## config.mk

```make
export PLATFORM = sky130hd
export DESIGN_NAME = ste_ctrl
export DESIGN_NICKNAME = d
export VERILOG_FILES = /design/src/sv/ste_pkg.sv /design/src/sv/ste_ctrl.sv
export SDC_FILE = /design/constraint.sdc
export NUM_CORES = 1
export LEC_CHECK = 0
export BUFFER_PORTS_ARGS = -buffer_cell sky130_fd_sc_hd__buf_2
export CAP_MARGIN = 20
export CORE_AREA = 2 2 39 41
export CTS_CLUSTER_DIAMETER = 30
export DETAILED_ROUTE_END_ITERATION = 10
export DIE_AREA = 0 0 41 43
export GPL_TIMING_DRIVEN = 0
export PLACE_DENSITY_LB_ADDON = 0.15
export SKIP_CTS_REPAIR_TIMING = 1
export SLEW_MARGIN = 15
export SYNTH_ARGS = -nofsm -noshare
export SYNTH_HDL_FRONTEND = slang
export SYNTH_SLANG_ARGS = --single-unit
```

## constraint.sdc

```tcl
create_clock -name clk -period 3.7 [get_ports clk]
set_clock_uncertainty 0.15 [all_clocks]
set_input_delay 0.74 -clock clk [delete_from_list [all_inputs] [get_ports clk]]
set_output_delay 0.74 -clock clk [all_outputs]
set_load 0.05 [all_outputs]
```

## src/sv/ste_pkg.sv

```systemverilog
// Shared types and constants for the sorted table engine.
// No dependencies; used by the controller, the datapath and the top level.
package ste_pkg;

  localparam int OP_W        = 2;
  localparam int VALUE_W     = 32;
  localparam int POS_W       = 6;
  localparam int RVAL_W      = 32;
  localparam int CNT_OUT_W   = 7;
  localparam int ST_W        = 2;
  localparam int IN_TDATA_W  = 40;
  localparam int OUT_TDATA_W = 40;

  localparam logic [OP_W-1:0] OP_INSERT = 2'd0;
  localparam logic [OP_W-1:0] OP_REMOVE = 2'd1;
  localparam logic [OP_W-1:0] OP_READ   = 2'd2;

  localparam logic [ST_W-1:0] ST_OK    = 2'd0;
  localparam logic [ST_W-1:0] ST_RANGE = 2'd1;
  localparam logic [ST_W-1:0] ST_FULL  = 2'd2;

  // controller -> datapath commands
  typedef struct packed {
    logic load;    // capture the accepted input word
    logic cmp;     // register the per-cell compare flags and read selection
    logic commit;  // apply the table update and load the result register
  } ste_cmd_t;

endpackage

```

## src/sv/ste_ctrl.sv

```systemverilog
// Sequencing state machine of the sorted table engine.
// Depends on ste_pkg (command struct); drives the stream handshakes.
module ste_ctrl (
  input  logic              clk,
  input  logic              rst_n,
  input  logic              in_tvalid,
  output logic              in_tready,
  output logic              out_tvalid,
  input  logic              out_tready,
  output ste_pkg::ste_cmd_t cmd
);

  localparam logic [1:0] S_IDLE = 2'd0;
  localparam logic [1:0] S_CMP  = 2'd1;
  localparam logic [1:0] S_UPD  = 2'd2;

  logic [1:0] state_r, state_nxt;
  logic       out_valid_r, out_valid_nxt;
  logic       out_free;

  assign out_free   = !out_valid_r || out_tready;
  assign in_tready  = (state_r == S_IDLE) || ((state_r == S_UPD) && out_free);
  assign out_tvalid = out_valid_r;

  always_comb begin
    cmd.load   = in_tvalid && in_tready;
    cmd.cmp    = (state_r == S_CMP);
    cmd.commit = (state_r == S_UPD) && out_free;
  end

  always_comb begin
    state_nxt = state_r;
    unique case (state_r)
      S_IDLE: begin
        if (cmd.load) state_nxt = S_CMP;
      end
      S_CMP: begin
        state_nxt = S_UPD;
      end
      S_UPD: begin
        // a new word may be taken on the same edge as the commit
        if (cmd.commit) state_nxt = cmd.load ? S_CMP : S_IDLE;
      end
      default: begin
        state_nxt = S_IDLE;
      end
    endcase
  end

  always_comb begin
    out_valid_nxt = out_valid_r;
    if (cmd.commit) out_valid_nxt = 1'b1;
    else if (out_tready) out_valid_nxt = 1'b0;
  end

  always_ff @(posedge clk) begin
    if (!rst_n) begin
      state_r     <= S_IDLE;
      out_valid_r <= 1'b0;
    end else begin
      state_r     <= state_nxt;
      out_valid_r <= out_valid_nxt;
    end
  end

endmodule

```

==> results.txt, run 1 <==
Seq pwr share: 0.311
die area: 1760 µm²
Critical Path End: cmd[0]
Most used DFF post-synth: dfxtp_1
Fmax achieved: 405 MHz
H-tree Lvls: 1
Data arrival, critical path: 1.58 ns
Compound-Gate Fraction of Synth Area: 0.0902
ANT nets after route: 0
simple-gate area share of the yosys netlist: 0.459
GP Congestion: 0.639
Sw Ratio: 0.281
sequential share of the synthesized area: 0.361
Slew @ Worst Pin: 0.249 ns
Power Dens Cells: 450 nW/µm²
Yosys cell types: 12
RSZ-0062 raised after global routing: false
adder-cell share of the synthesized area: 0
Post-Synthesis Net Count: 20
area grow syn2layout: 51.9%
routed len/inst: 7.68 µm
Overflow after GRT: 0
layout cells sized above 1: 0.571
Clk pin slew, worst setup/hold paths: 0.04 ns
P_leak: 0.117 nW
crit path time final: 2.47 ns
setup violators final: 0
Max transition margin: 0.835
diode count: 0
largest net degree at the start of global routing: 7
worst r2r src: state_r[0]
DRC errors left: 0
Layout Utilization: 0.183
DR vias: 149
core area: 1380 µm²
ys async rst share: 0
Setup crit start kind: primary input
# port buffers: 8
mapped cell area: 166 µm²
Max Root-Sink Buffers: 2
Pre-Repair DR Iteration Count: 1
fill count: 158
Post-synth EDFFs: 0
TritonCTS Sinks: 3
Worst Hold Class: reg -> reg
fin crit share: 0.668
Initial Utilization: 0.120
global-route wire length before repair: 538 µm
Worst Path Max Fanout: 3
total chip power: 0.000114 W
critical path type: in -> out
largest family of logic cells by synthesized area: simple AND/OR/NAND/NOR gates
Yosys Warn Count: 0
Clock power frac: 0.507
count leader, synth: dfxtp_1
Die Span Y: 43 µm
CP required: 2.81 ns
hold path cells: 1
synthesized instance count: 16
Clock Latency Late Sink: 0.23 ns
RR Endpoint: state_r[1]
status: completed
Internal: 0.0000818 W
Slew Viols, Final: 0
kind of end point of the critical path: output port
clock tree from TritonCTS: built
setup_tns: 0 ns
Syn Area/Cell: 10.4 µm²
GRT Total Usage: 0.0542
list of most frequent post-synthesis cells: 3 x dfxtp_1, 2 x buf_4, 2 x nor2b_1
maximum vdd ir drop: 68.0 µV
Comb pwr share: 0.181
Worst Setup Slack post-DPL: 1.23 ns
vias in the first global route: 145
Max-Cap Viols: 0
Final Hold Fails: 0
Root Buffer: clkbuf_4
CP Launch Point: out_tready
fin worst setup slack: 1.23 ns
mux cell area share after synthesis: 0
Sw Pwr: 0.0000319 W
DPL Wire Length: 265 µm
cell row count: 14
worst-case reg-to-reg path depth: 2
final net count: 33
Avg Vias per Cell: 3.39
Yosys reg bits: 3
r2r setup slk: 2.65 ns
post-synthesis xor/xnor area fraction: 0
Synth area leaders: dfxtp_1 36%, nor4bb_2 9.8%, buf_4 9.0%
final WL: 338 µm
post-synth top area share: 0.361
initial antenna violation count: 0
cell taking the most area after synthesis: dfxtp_1
CTS Buf Count: 3
# IOs: 9
DR iter-0 viols: 0
Die Width: 41 µm
[flip-flops by register name, summed over array words and instances (netlist names)]
| signal | cells |
|---|---|
| state_r | 2 |
| out_tvalid | 1 |
[cell usage in the layout, fill, tap and decap left out]
| cell | instances |
|---|---|
| buf_2 | 8 |
| clkbuf_4 | 3 |
| dfxtp_1 | 3 |
| nor2b_1 | 2 |
| buf_4 | 2 |
| nand2b_1 | 1 |
| or2b_2 | 1 |
| and3b_1 | 1 |
| nor2_1 | 1 |
| nor3b_1 | 1 |
| nor4bb_2 | 1 |
| and4bb_2 | 1 |
| o21a_1 | 1 |
| a21boi_0 | 1 |
| clkbuf_1 | 1 |
[metrics by stage]
stage	area (µm²)	cells	hold WS [ns]
after floorplan	166	16	0.328
after global placement	226	40	0.363
after detailed placement	226	40	0.368
after CTS	253	44	0.374
after global routing	253	44	0.396
final	253	44	0.361
[cell families (layout without fill, tap and decap cells)]
logic type	count (synthesis)	in the layout
AO/OA/AOI/OAI	2	2
buffers and inverters	2	14
flip-flops	3	3
AND/OR/NAND/NOR	9	9
[layer usage]
layer | share of wire | track usage | up-vias
li1 | - | - | 79
met5 | 0 | 0 | -
met4 | 0 | 0.0800 | 0
met2 | 0.41 | 0.0531 | 8
met1 | 0.45 | 0.0611 | 62
met3 | 0.14 | 0.0314 | 0
[cell type report]
cell class | count | area, µm² | share of cell area
timing repair buffer | 8 | 40.0 | 0.158
tap | 16 | 20.0 | 0.0792
buffer | 2 | 15.0 | 0.0594
clock buffer | 4 | 26.3 | 0.104
multi-input combinational | 11 | 91.3 | 0.361
sequential | 3 | 60.1 | 0.238
[worst max-delay path: stages]
cell,delay (ns)
buf_2,0.11
or2b_2,0.29
nor2b_1,0.13
buf_4,0.12
buf_2,0.20
[worst min path at each step]
stage	start	end
global route	state_r[0]	state_r[0]
floorplan	state_r[0]	state_r[0]
global placement	state_r[0]	state_r[0]
CTS	state_r[0]	state_r[0]
finish	state_r[0]	state_r[0]
detailed placement	state_r[0]	state_r[0]
[power groups by stage]
| stage | logic, W | clock network, W | registers, W |
|---|---|---|---|
| floorplan | 0.0000148 | 0 | 0.0000369 |
| global placement | 0.0000208 | 0 | 0.0000360 |
| detailed placement | 0.0000208 | 0 | 0.0000360 |
| CTS | 0.0000209 | 0.0000616 | 0.0000355 |
| global route | 0.0000220 | 0.0000627 | 0.0000357 |
| finish | 0.0000206 | 0.0000577 | 0.0000354 |
(Power assumes the default switching activity.)
==> run 2: changes to the inputs <==
==> constraint.sdc (replaced) <==
create_clock -name clk -period 2.5 [get_ports clk]
set_clock_uncertainty 0.15 [all_clocks]
set_input_delay 0.5 -clock clk [delete_from_list [all_inputs] [get_ports clk]]
set_output_delay 0.5 -clock clk [all_outputs]
set_load 0.05 [all_outputs]
==> run 2 against run 1 <==
First-iteration DRC count up 1. Setup slack worse by 0.72 ns. Critical path depth stayed put. Sequential power rose by 49%. Total power increased by 49%. Clock-buffer cell count did not move. Cell count did not move. Flip-flop and latch count did not move. Combinational power grew 51%. Via count grew 1.3%. Die area is the same. Clock power up 48%.
==> results.txt, run 2 (same netlist as run 1, synthesis figures left out) <==
status: completed
Fmax achieved: 503 MHz
Critical Path End: cmd[0]
Setup crit start kind: primary input
Worst Hold Class: in -> reg
# port buffers: 8
Clk pin slew, worst setup/hold paths: 0.03 ns
dpl cells: 40
worst path cell trace: buf_2, or2b_2, nor2b_1, buf_4, buf_2
largest register by flop count: state_r
DR iter-0 viols: 1
worst-case reg-to-reg path depth: 2
critical path's slowest cell: or2b_2
Max Root-Sink Buffers: 2
GRT Total Usage: 0.0502
DR vias: 151
fin crit share: 0.795
cell row count: 14
CP Launch Point: out_tready
Initial Utilization: 0.120
final WL: 356 µm
ANT nets after route: 0
clock tree from TritonCTS: built
kind of end point of the critical path: output port
Die Width: 41 µm
final net count: 33
critical path type: in -> out
GP Congestion: 0.640
crit path time final: 1.99 ns
critical path's top delay family: buffers and inverters
CTS Buf Count: 3
layout cells sized above 1: 0.607
H-tree Lvls: 1
vias in the first global route: 148
CP dominant cell by count: buf_2
CP Depth: 5
commonest non-fill, non-tap cell in the layout: buf_2
Register Area: 60.1 µm²
setup_tns: 0 ns
Slew Viols, Final: 0
P_leak: 0.121 nW
Root Buffer: clkbuf_4
max reg flops: 2
Crit path buffers/inverters: 3
area grow syn2layout: 54.9%
routed len/inst: 8.09 µm
initial antenna violation count: 0
non-filler instance count after layout: 44
Data arrival, critical path: 1.34 ns
Clock Latency Late Sink: 0.23 ns
worst r2r src: state_r[0]
RR Endpoint: state_r[1]
r2r setup slk: 1.42 ns
Worst Setup Slack post-DPL: 0.512 ns
Power Dens Cells: 655 nW/µm²
fin worst setup slack: 0.512 ns
Final Hold Fails: 0
CP required: 1.85 ns
DRC errors left: 0
core area: 1380 µm²
Max-Cap Viols: 0
Avg Vias per Cell: 3.43
Pre-Repair DR Iteration Count: 2
setup violators final: 0
Overflow after GRT: 0
Die Span Y: 43 µm
Layout Utilization: 0.186
largest net degree at the start of global routing: 7
global-route wire length before repair: 524 µm
CP peak stage delay: 0.29 ns
TritonCTS Sinks: 3
most frequent cells in the layout: 8 x buf_2, 3 x clkbuf_4, 3 x dfxtp_1
diode count: 0
multi-input combinational cell area: 96.3 µm²
Max transition margin: 0.836
maximum vdd ir drop: 168 µV
Slew @ Worst Pin: 0.248 ns
die area: 1760 µm²
Worst Path Max Fanout: 3
# IOs: 9
RSZ-0062 raised after global routing: false
fill count: 164
[run 2: cell counts in the layout (fill, tap and decap cells not counted)]
Identical to the previous run, type by type.
[run 2: worst min-delay path by stage]
| stage | startpoint | to | slack [ns] | cells past startpoint |
|---|---|---|---|---|
| 6_report | rst_n | state_r[1] | 0.36 | 2 |
| 5_1_grt | rst_n | state_r[1] | 0.38 | 2 |
| 4_1_cts | rst_n | state_r[1] | 0.36 | 2 |
| 3_5_place_dp | state_r[0] | state_r[0] | 0.38 | 1 |
| 3_3_place_gp | state_r[0] | state_r[0] | 0.38 | 1 |
| 2_1_floorplan | state_r[0] | state_r[0] | 0.35 | 1 |
[run 2: power by group]
part	internal [W]	total, W	switching (W)
clock network	0.0000598	0.0000852	0.0000253
logic	0.0000113	0.0000312	0.0000199
registers	0.0000503	0.0000526	0.00000230
total	0.000121	0.000169	0.0000475
[run 2: final cells by class]
type                            count  area share
Buffer                              2      0.0583
Clock buffer                        4       0.102
Multi-Input combinational cell     11       0.374
Sequential cell                     3       0.233
Tap cell                           16      0.0777
Timing Repair Buffer                8       0.155
[run 2: worst reg2reg max path: cells and delay by family (launching register included)]
family | cells | cell delay [ns]
compound gates | 1 | 0.16
flops | 1 | 0.41
simple gates | 1 | 0.25
[run 2: through the flow]
| step | hold WS [ns] | area (µm²) | total power [W] |
|---|---|---|---|
| 3_3_place_gp | 0.382 | 231 | 0.0000846 |
| 4_1_cts | 0.361 | 258 | 0.000173 |
| 6_report | 0.362 | 258 | 0.000169 |
| 3_5_place_dp | 0.379 | 231 | 0.0000848 |
| 2_1_floorplan | 0.345 | 171 | 0.0000770 |
| 5_1_grt | 0.375 | 258 | 0.000176 |
[run 2: metal layers]
metal	GRT usage	up-vias	routed length [µm]
li1	-	77	-
met1	0.0577	66	160
met2	0.0531	8	143
met3	0.0314	0	51
met4	0.0600	0	0
met5	0	-	0
==> run 3: changes to the inputs <==
==> constraint.sdc (replaced) <==
create_clock -name clk -period 1.85 [get_ports clk]
set_clock_uncertainty 0.15 [all_clocks]
set_input_delay 0.37 -clock clk [delete_from_list [all_inputs] [get_ports clk]]
set_output_delay 0.37 -clock clk [all_outputs]
set_load 0.05 [all_outputs]
==> run 3 against run 2 <==
Wire length decreased by 0.56%. Critical path depth decreased by 1. Register-to-register slack got worse by 0.65 ns. Critical endpoint unchanged. Sequential share of layout area increased by 0.14 points. Setup slack got worse by 0.46 ns. Sequential power increased by 35%. Largest power group unchanged. Flip-flop and latch count unchanged. Total power increased by 36%.
==> results.txt, run 3 (same netlist as run 1, synthesis figures left out) <==
core area: 1380 µm²
fin crit share: 0.972
layout cells sized above 1: 0.643
critical path type: reg -> out
# port buffers: 8
cell row count: 14
Worst Setup Slack post-DPL: 0.122 ns
die area: 1760 µm²
setup violators final: 0
Root Buffer: clkbuf_4
Setup crit start kind: register
Avg Vias per Cell: 3.48
Seq pwr share: 0.311
TritonCTS Sinks: 3
critical path's top delay family: simple AND/OR/NAND/NOR gates
GRT Total Usage: 0.0502
Register Area: 61.3 µm²
Die Width: 41 µm
RSZ-0062 raised after global routing: false
Sw Ratio: 0.280
initial antenna violation count: 0
worst path cell trace: or2b_2, nor2b_1, buf_4, buf_4
largest net degree at the start of global routing: 7
Data arrival, critical path: 1.28 ns
Sw Pwr: 0.0000642 W
Overflow after GRT: 0
worst-case reg-to-reg path depth: 2
commonest non-fill, non-tap cell in the layout: buf_2
GP Congestion: 0.640
hold path cells: 2
Max Root-Sink Buffers: 2
Initial Utilization: 0.120
fill count: 162
CP Depth: 4
CP peak stage delay: 0.32 ns
maximum vdd ir drop: 237 µV
area grow syn2layout: 57.1%
CTS Buf Count: 3
max reg flops: 2
Max-Cap Viols: 0
fin worst setup slack: 0.0520 ns
final WL: 354 µm
largest register by flop count: state_r
Crit path buffers/inverters: 2
H-tree Lvls: 1
diode count: 0
vias in the first global route: 148
multi-input combinational cell area: 96.3 µm²
ANT nets after route: 0
final net count: 33
Slew @ Worst Pin: 0.248 ns
Clock power frac: 0.503
DR iter-0 viols: 1
most frequent cells in the layout: 7 x buf_2, 3 x buf_4, 3 x clkbuf_4
routed len/inst: 8.05 µm
Fmax achieved: 556 MHz
Die Span Y: 43 µm
Clock Latency Late Sink: 0.23 ns
DR vias: 153
CP required: 1.33 ns
CP dominant cell by count: buf_4
Clk pin slew, worst setup/hold paths: 0.04 ns
Slew Viols, Final: 0
Comb pwr share: 0.186
# IOs: 9
global-route wire length before repair: 524 µm
Pre-Repair DR Iteration Count: 2
Hold Path Origin: rst_n
Internal: 0.000165 W
kind of end point of the critical path: output port
Worst Path Max Fanout: 4
Final Hold Fails: 0
worst r2r src: state_r[0]
clock tree from TritonCTS: built
DRC errors left: 0
Worst Hold Class: in -> reg
CP Launch Point: out_tvalid
Power Dens Cells: 875 nW/µm²
crit path time final: 1.80 ns
status: completed
Max transition margin: 0.836
P_leak: 0.121 nW
critical path's slowest cell: dfxtp_2
setup_tns: 0 ns
[run 3: cell counts in the layout (fill, tap and decap cells not counted)]
No cell type changed its count.
[run 3: final timing paths]
kind                 to  slack, ns
max              cmd[0]       0.05
min          state_r[1]       0.23
max reg2reg  state_r[1]       0.77
min reg2reg  out_tvalid       0.38
[run 3: final cells by class]
cell class,count,area share
sequential,3,0.234
timing repair buffer,8,0.163
tap,16,0.0766
clock buffer,4,0.100
multi-input combinational,11,0.368
buffer,2,0.0574
[run 3: metrics by stage]
step	cell area (µm²)	cells	power [W]	utilization	hold WS, ns
final	262	44	0.000229	0.189	0.232
after detailed placement	231	40	0.000115	0.167	0.379
after CTS	258	44	0.000234	0.186	0.231
after global routing	262	44	0.000239	0.189	0.245
after floorplan	171	16	0.000104	-	0.337
after global placement	231	40	0.000114	0.167	0.382
[run 3: worst register-to-register path, stage by stage, from the launching register on]
cell	delay, ns
dfxtp_1	0.41
and4bb_2	0.25
o21a_1	0.16
[run 3: layer usage]
layer  part of all wire  track usage  vias to the layer above
met3               0.14       0.0314                        0
met5                  0            0                        -
met2               0.40       0.0531                        8
met4                  0       0.0600                        0
met1               0.45       0.0577                       67
li1                   -            -                       78
[run 3: power groups by stage]
stage	clock network (W)	logic [W]	registers, W
CTS	0.000120	0.0000426	0.0000711
global route	0.000122	0.0000451	0.0000719
floorplan	0	0.0000301	0.0000739
finish	0.000115	0.0000427	0.0000712
detailed placement	0	0.0000424	0.0000721
global placement	0	0.0000422	0.0000721
